[src/design/swc_pkg.sv]
// ----------------------------------------------------------------------------
// swc_pkg
// Shared types, constants and the rotation angle table for the standing-wave
// cavity field pipeline.
// ----------------------------------------------------------------------------
`default_nettype none
package swc_pkg;

   localparam int ANGLE_BITS = 16;
   localparam int STG_W      = $clog2(ANGLE_BITS);
   localparam int CW         = 34;
   localparam logic signed [CW-1:0] CORDIC_GAIN = CW'(652032874);
   localparam logic signed [32:0]   DZ_STEP     = 33'sd6554;

   localparam logic [2:0] CSR_AMPLITUDE = 3'd0;
   localparam logic [2:0] CSR_Z_RATE    = 3'd1;
   localparam logic [2:0] CSR_FREQ      = 3'd2;
   localparam logic [2:0] CSR_T_OFFSET  = 3'd3;
   localparam logic [2:0] CSR_B_SCALE   = 3'd4;

   typedef struct packed {
      logic signed [31:0] pos_x;
      logic signed [31:0] pos_y;
      logic signed [31:0] pos_z;
      logic signed [47:0] time_req;
   } req_type;

   typedef struct packed {
      logic signed [31:0] b_x;
      logic signed [31:0] b_y;
      logic signed [31:0] b_z;
      logic signed [31:0] e_x;
      logic signed [31:0] e_y;
      logic signed [31:0] e_z;
   } rsp_type;

   typedef struct packed {
      logic signed [CW-1:0] x;
      logic signed [CW-1:0] y;
      logic signed [CW-1:0] a;
      logic                 flip;
   } cord_type;

   function automatic logic [31:0] atan_turns(input logic [STG_W-1:0] idx);
      logic [31:0] r;
      case (5'(idx))
         5'd0:  r = 32'h20000000;  5'd1:  r = 32'h12E4051E;
         5'd2:  r = 32'h09FB385B;  5'd3:  r = 32'h051111D4;
         5'd4:  r = 32'h028B0D43;  5'd5:  r = 32'h0145D7E1;
         5'd6:  r = 32'h00A2F61E;  5'd7:  r = 32'h00517C55;
         5'd8:  r = 32'h0028BE53;  5'd9:  r = 32'h00145F2F;
         5'd10: r = 32'h000A2F98;  5'd11: r = 32'h000517CC;
         5'd12: r = 32'h00028BE6;  5'd13: r = 32'h000145F3;
         5'd14: r = 32'h0000A2FA;  5'd15: r = 32'h0000517D;
         5'd16: r = 32'h000028BE;  5'd17: r = 32'h0000145F;
         5'd18: r = 32'h00000A30;  5'd19: r = 32'h00000518;
         5'd20: r = 32'h0000028C;  5'd21: r = 32'h00000146;
         5'd22: r = 32'h000000A3;  5'd23: r = 32'h00000051;
         5'd24: r = 32'h00000029;  5'd25: r = 32'h00000014;
         5'd26: r = 32'h0000000A;  5'd27: r = 32'h00000005;
         5'd28: r = 32'h00000003;  5'd29: r = 32'h00000001;
         5'd30: r = 32'h00000001;  default: r = 32'h00000000;
      endcase
      return r;
   endfunction

   function automatic logic signed [31:0] sat32(input logic signed [79:0] v);
      logic signed [31:0] r;
      if (v > 80'sd2147483647) r = 32'sh7FFFFFFF;
      else if (v < -80'sd2147483648) r = 32'sh80000000;
      else r = v[31:0];
      return r;
   endfunction

endpackage
`default_nettype wire

[src/design/swc_cell.sv]
// ----------------------------------------------------------------------------
// swc_cell
// One rotation step of the phase-to-cosine/sine chain, registered.
// ----------------------------------------------------------------------------
`default_nettype none
module swc_cell
   import swc_pkg::*;
(
   input  wire logic             clock,
   input  wire logic             adv,
   input  wire logic [STG_W-1:0] stage_idx,
   input  wire cord_type         d,
   output cord_type              q
);
   cord_type q_ff, q_in;
   logic signed [CW-1:0] dx, dy, at;

   always_comb begin
      dx = d.y >>> stage_idx;
      dy = d.x >>> stage_idx;
      at = CW'(atan_turns(stage_idx));
      q_in.flip = d.flip;
      if (!d.a[CW-1]) begin
         q_in.x = d.x - dx;
         q_in.y = d.y + dy;
         q_in.a = d.a - at;
      end else begin
         q_in.x = d.x + dx;
         q_in.y = d.y - dy;
         q_in.a = d.a + at;
      end
   end

   always_ff @(posedge clock) begin
      if (adv) q_ff <= q_in;
   end

   assign q = q_ff;
endmodule
`default_nettype wire

[config.mk]
export PLATFORM = sky130hd
export DESIGN_NAME = swc_cell
export DESIGN_NICKNAME = d
export VERILOG_FILES = /design/src/design/swc_pkg.sv /design/src/design/swc_cell.sv
export SDC_FILE = /design/constraint.sdc
export NUM_CORES = 1
export LEC_CHECK = 0
export BUFFER_PORTS_ARGS = -buffer_cell sky130_fd_sc_hd__buf_2
export CORE_ASPECT_RATIO = 1.5
export CORE_MARGIN = 2
export CORE_UTILIZATION = 60
export CTS_BUF_LIST = sky130_fd_sc_hd__clkbuf_8 sky130_fd_sc_hd__clkbuf_16
export DETAILED_ROUTE_END_ITERATION = 12
export GPL_TIMING_DRIVEN = 0
export PLACE_DENSITY_LB_ADDON = 0.08
export SLEW_MARGIN = 20
export SYNTH_ARGS = -nofsm -noshare
export SYNTH_HDL_FRONTEND = slang
export SYNTH_SLANG_ARGS = --single-unit
export TNS_END_PERCENT = 5
[constraint.sdc]
create_clock -name clock -period 7.94 [get_ports clock]
set_input_delay 1.588 -clock clock [delete_from_list [all_inputs] [get_ports clock]]
set_output_delay 1.588 -clock clock [all_outputs]
set_load 0.03 [all_outputs]
==> flow_metrics.py, run 1 <==
metrics = {
    "logic_synthesis": {
        "seq_area_frac_synth": 0.218,
        "netlist-cell-type-count": 79,
        "synthesis.area_um2": 14200,
        "ys_ff_latch": 103,
        "synth_area_per_cell_um2": 8.95,
        "synth_nets": 1806,
        "ys.flop_type": "edfxtp_1",
        "synth_edf_count": 103,
        "yosys_warnings": 0,
        "postSynthCellCount": 1584,
        "async_reset_ff_frac": 0,
    },
    "outcome": {
        "status": "completed",
    },
    "sta": {
        "timing.hold.ws_ns": 1.39,
        "final.setup.worst_slack_ns": 0.116,
        "timing.final.crit_share": 0.985,
        "slew_violations": 0,
        "rsz0062_at_grt": "true",
        "max_freq_mhz": 128,
        "hold_violations": 0,
        "relSlewSlack": 0.293,
        "tightest_slew_ns": 1.06,
        "finalSetupViolations": 0,
        "period_needed_ns": 7.82,
    },
    "setup_path": {
        "crit_start": "stage_idx[3]",
        "crit_top_cell": "buf_2",
        "cp_slowest_cell": "o31ai_1",
        "cp_top_family": "buffers and inverters",
        "cp_slowest_stage_delay_ns": 0.42,
        "criticalPathCategory": "in2reg",
        "crit_fanout": 19,
        "cp-start-kind": "input pin",
        "worstPathArrival_ns": 7.96,
        "required_ns": 8.07,
        "path_buf_inv": 9,
        "end_kind": "flip-flop",
    },
    "placement": {
        "hpwl_um": 41100,
        "gp_congestion": 1.07,
        "dp_slack_ns": -1.61,
        "io_buffers": 207,
    },
    "final_layout": {
        "diodes": 0,
        "areaGrowthSynthToFinish_pct": 13.0,
        "drive_above_1_share": 0.226,
        "largest_reg_flops": 103,
        "nNetsFinal": 2018,
        "fin_util": 0.692,
    },
    "route": {
        "viasPerCell": 6.72,
        "drc": 0,
        "wirelength_um": 52300,
        "via_count": 14214,
        "antenna_left": 0,
        "drt-pass1-iter-count": 6,
        "wl_per_cell_um": 24.7,
        "drt_iter0_markers": 1265,
    },
    "floorplanning": {
        "chipHeight_um": 192,
        "initial_core_util": 0.613,
        "core-area_um2": 23100,
        "chipWidth_um": 130,
        "die_area_um2": 24900,
        "row_count": 68,
        "boundaryPins": 212,
    },
    "cts": {
        "cts-buffers-inserted": 9,
        "cts_hold_buf": 0,
        "clock_path_buffers": 2,
        "clock_sinks": 103,
        "root_buffer": "clkbuf_16",
        "clk_pin_slew_ns": 0.08,
        "cts_tree": "yes",
        "cts_max_level": 3,
    },
    "flow_run": {
        "cap_viol_max_count": 0,
    },
    "grt": {
        "grt_max_degree": 59,
        "grt_usage": 0.423,
        "grt_pass1_wl_um": 79000,
        "grt_overflow_total": 0,
        "grt_pass1_vias": 14291,
        "antenna_found_initial": 0,
    },
    "power_and_ir_drop": {
        "powerDensity_nw_per_um2": 201,
        "leakage_nw": 6.64,
        "ir_drop_mv": 0.197,
    },
    "hold_path": {
        "hp-class": "in2reg",
        "holdCritStartpoint": "d[0]",
    },
}
==> synthesized netlist by cell type (6+ instances only) <==
master / number / area [um2]
nand2_1: 144 / 541
nand4_1: 8 / 50.1
nor2_1: 136 / 510
o31ai_1: 7 / 52.6
a21oi_1: 149 / 746
o22ai_1: 9 / 56.3
buf_2: 21 / 105
o211ai_1: 14 / 105
mux2i_1: 44 / 440
o21ai_0: 89 / 445
and2_1: 9 / 56.3
or2_2: 6 / 37.5
edfxtp_1: 103 / 3090
nor3_1: 33 / 165
a211oi_1: 13 / 97.6
o21bai_1: 12 / 90.1
a31oi_1: 34 / 213
and3_1: 16 / 100
ha_1: 110 / 1380
nor2b_1: 14 / 87.6
mux2_2: 22 / 248
o21a_1: 12 / 90.1
nand2b_1: 26 / 163
inv_1: 49 / 184
xor2_1: 54 / 473
a221oi_1: 8 / 70.1
nand3_1: 34 / 170
xnor2_1: 123 / 1080
clkbuf_1: 31 / 116
buf_1: 17 / 63.8
mux4_2: 80 / 1800
or3_1: 7 / 43.8
a21o_1: 48 / 360
==> logic make-up after synthesis <==
kind of cell | count (synthesis) | share of synthesized area
AOI/OAI and AO/OA | 453 | 0.202
xor gates and xnor gates | 177 | 0.109
and+or+nand+nor | 459 | 0.152
muxes | 148 | 0.177
buffers and inverters | 131 | 0.0402
adders and majority gates | 113 | 0.101
DFF | 103 | 0.218
==> where the power goes <==
group / internal (W) / leakage (nW) / switching (W) / total, W
Clock: 0.000216 / 0.132 / 0.000227 / 0.000443
Sequential: 0.000816 / 1.01 / 0.0000336 / 0.000849
Combinational: 0.000702 / 5.50 / 0.00122 / 0.00193
Total: 0.00173 / 6.64 / 0.00148 / 0.00322
==> path summary, 6_finish.rpt <==
path	cells after the start	endpoint	slack, ns
worst min-delay path	1	q[0]	1.39
worst max-delay path	25	q[101]	0.12
==> cell usage in the layout (no fill, tap or decap), drive strengths merged, types with 5 or more instances in the layout <==
master	instances
edfxtp	103
o21a	12
buf	244
mux4	80
nand2	145
or2	8
nor2	139
o31ai	7
xor2	54
and3	16
a31oi	34
o22ai	9
ha	110
o21ai	92
nand2b	26
mux2i	44
o21bai	12
clkbuf	44
nor4	6
xnor2	123
inv	53
nor2b	14
o211ai	14
nand3	35
a21boi	6
and2	9
or3	7
a21o	48
nor3	33
nand4	8
a21oi	151
a211oi	13
clkinv	5
mux2	24
a221oi	8
==> per-stage QoR <==
stage / setup TNS, ns / instances / instance area, um2 / power (W)
2_1_floorplan: 0 / 1584 / 14200 / 0.00223
3_3_place_gp: -41.65 / 2106 / 15600 / 0.00269
3_5_place_dp: -46.10 / 2107 / 15600 / 0.00273
4_1_cts: 0 / 2118 / 15900 / 0.00318
5_1_grt: -0.0750 / 2116 / 16000 / 0.00340
6_report: 0 / 2116 / 16000 / 0.00322
==> what timing repair did <==
action	in CTS	in global routing
cloned	0	0
endpoints found under the setup margin	48	28
setup buffers	0	1
pin swaps	1	1
resized for setup	13	34
==> layout make-up <==
| type | count | area (um2) |
|---|---|---|
| clock buffer | 9 | 225 |
| inverter | 53 | 201 |
| buffer | 70 | 385 |
| tap | 315 | 394 |
| multi-input combinational | 1350 | 10600 |
| fill | 1948 | 7120 |
| sequential | 103 | 3090 |
| timing repair buffer | 209 | 1080 |
| clock inverter | 7 | 56.3 |
==> metal layers <==
layer	vias to the layer above	part of all wire	global-route usage
li1	6373	-	-
met3	300	0.093	0.0968
met1	6711	0.33	0.438
met2	830	0.49	0.731
met5	-	0	0
met4	0	0.093	0.327
Power figures use the tool's default switching activity.
==> inputs of run 2 (changes only) <==
--- a/config.mk
+++ b/config.mk
@@ -8,7 +8,7 @@
 export BUFFER_PORTS_ARGS = -buffer_cell sky130_fd_sc_hd__buf_2
 export CORE_ASPECT_RATIO = 1.5
 export CORE_MARGIN = 2
-export CORE_UTILIZATION = 60
+export CORE_UTILIZATION = 64
 export CTS_BUF_LIST = sky130_fd_sc_hd__clkbuf_8 sky130_fd_sc_hd__clkbuf_16
 export DETAILED_ROUTE_END_ITERATION = 12
 export GPL_TIMING_DRIVEN = 0
==> constraint.sdc (replaced) <==
create_clock -name clock -period 9.2 [get_ports clock]
set_input_delay 1.84 -clock clock [delete_from_list [all_inputs] [get_ports clock]]
set_output_delay 1.84 -clock clock [all_outputs]
set_load 0.03 [all_outputs]
==> run 2 against run 1 <==
  * Cell area shrank 0.77%
  * Largest cell class unchanged
  * Sequential cell count is the same
  * Global-route usage grew 3.5 points
  * Critical path depth shrank 1
  * Utilization grew 4.0 points
  * Final cell count shrank 1.8%
  * Via count grew 4.7%
  * Count of clock-buffer cells in the layout is the same
  * Die area shrank 6.1%
  * Setup slack gained 0.075 ns
  * Sequential power shrank 14%
==> flow_metrics.py, run 2 (synthesis gave the netlist of run 1 again) <==
metrics = {
    "outcome": {
        "status": "completed",
    },
    "sta": {
        "slew_violations": 0,
        "timing.hold.ws_ns": 1.64,
        "finalSetupViolations": 0,
        "timing.final.crit_share": 0.979,
        "tightest_slew_ns": 1.10,
        "max_freq_mhz": 111,
        "rsz0062_at_grt": "true",
        "hold_violations": 0,
        "period_needed_ns": 9.01,
        "relSlewSlack": 0.266,
    },
    "setup_path": {
        "worstPathArrival_ns": 9.14,
        "end_kind": "flip-flop",
        "crit_fanout": 10,
        "criticalPathCategory": "in2reg",
        "cp-start-kind": "input pin",
        "required_ns": 9.33,
    },
    "floorplanning": {
        "die_area_um2": 23400,
        "core-area_um2": 21700,
        "initial_core_util": 0.653,
        "boundaryPins": 212,
        "row_count": 66,
        "chipHeight_um": 186,
        "chipWidth_um": 126,
    },
    "route": {
        "wirelength_um": 55000,
        "drc": 0,
        "viasPerCell": 7.17,
        "via_count": 14889,
        "drt-pass1-iter-count": 7,
        "drt_iter0_markers": 1724,
        "antenna_left": 0,
        "wl_per_cell_um": 26.5,
    },
    "grt": {
        "grt_pass1_vias": 14773,
        "grt_overflow_total": 0,
        "grt_pass1_wl_um": 82600,
        "grt_usage": 0.458,
        "grt_max_degree": 65,
        "antenna_found_initial": 0,
    },
    "cts": {
        "clk_pin_slew_ns": 0.08,
        "cts_tree": "yes",
        "clock_sinks": 103,
        "cts_max_level": 3,
        "clock_path_buffers": 2,
        "cts-buffers-inserted": 9,
        "root_buffer": "clkbuf_16",
        "cts_hold_buf": 0,
    },
    "power_and_ir_drop": {
        "leakage_nw": 6.62,
        "power_w": 0.00285,
        "ir_drop_mv": 0.168,
        "powerDensity_nw_per_um2": 179,
    },
    "hold_path": {
        "hp-class": "in2reg",
    },
    "final_layout": {
        "fin_util": 0.732,
        "layout.cells.non_filler": 2078,
        "final_common_cell": "buf_2",
        "nNetsFinal": 2023,
        "postLayoutCellArea_um2": 15900,
        "drive_above_1_share": 0.215,
        "areaGrowthSynthToFinish_pct": 12.1,
        "largest_reg_flops": 103,
        "final_cell_mix": "buf_2, a21oi_1, nand2_1, nor2_1, xnor2_1",
        "diodes": 0,
    },
    "placement": {
        "io_buffers": 207,
        "place_inst": 2064,
        "hpwl_um": 42200,
        "gp_congestion": 1.09,
        "post_dp_cell_area_um2": 15600,
    },
    "flow_run": {
        "cap_viol_max_count": 0,
    },
}
## run 2: worst max-delay path, stage by stage
cell and delay (ns):
buf_2 0.13, buf_2 0.25, buf_2 0.29, buf_2 0.32, buf_2 0.38, buf_1 0.59, clkbuf_1 0.57, clkbuf_1 0.52
nand2_1 0.11, a31oi_1 0.27, inv_1 0.07, ha_1 0.29, mux2i_1 0.29, ha_1 0.30, nor2b_1 0.14, o31a_1 0.27
o311ai_0 0.75, a31o_2 0.33, o21ai_0 0.16, o31a_1 0.30, a41oi_1 0.41, o2111ai_1 0.21, a21oi_1 0.21, xnor2_1 0.09
## run 2: final timing paths
kind | start | endpoint | slack [ns] | cells after the start
max | stage_idx[1] | q[68] | 0.19 | 24
min | d[0] | q[0] | 1.64 | 1
## run 2: power by group
group / total (W) / switching (W) / internal (W)
Combinational: 0.00169 / 0.00108 / 0.000603
Clock: 0.000425 / 0.000210 / 0.000215
Sequential: 0.000734 / 0.0000302 / 0.000704
## run 2: layer usage
metal	routed length, um	up-vias	global-route usage	share of wire
li1	-	6390	-	-
met1	17800	7008	0.492	0.32
met2	26400	1151	0.773	0.48
met3	5280	340	0.0943	0.096
met4	5430	0	0.366	0.099
met5	0	-	0	0
## run 2: final cells by class
class / instances / area, um2
plain buffers: 76 / 370
clock buffers: 9 / 225
clock inverters: 7 / 78.8
fillers: 1607 / 5820
inverters: 53 / 199
multi-input cells: 1350 / 10500
flip-flops and latches: 103 / 3090
well taps: 272 / 340
repair buffers: 208 / 1070
## run 2: what timing repair did
item | in CTS | in global routing
pin swaps | 0 | 0
resized for setup | 1 | 8
endpoints found under the setup margin | 11 | 15
endpoints found under the hold margin | 0 | 0
setup buffers | 0 | 0
## run 2: per-stage QoR
step                      setup slack (ns)  TNS, ns
final                                0.191        0
after global routing               -0.0839  -0.0949
after CTS                           0.0554        0
after detailed placement            -0.660    -6.56
after global placement              -0.493    -3.29
after floorplan                       1.72        0
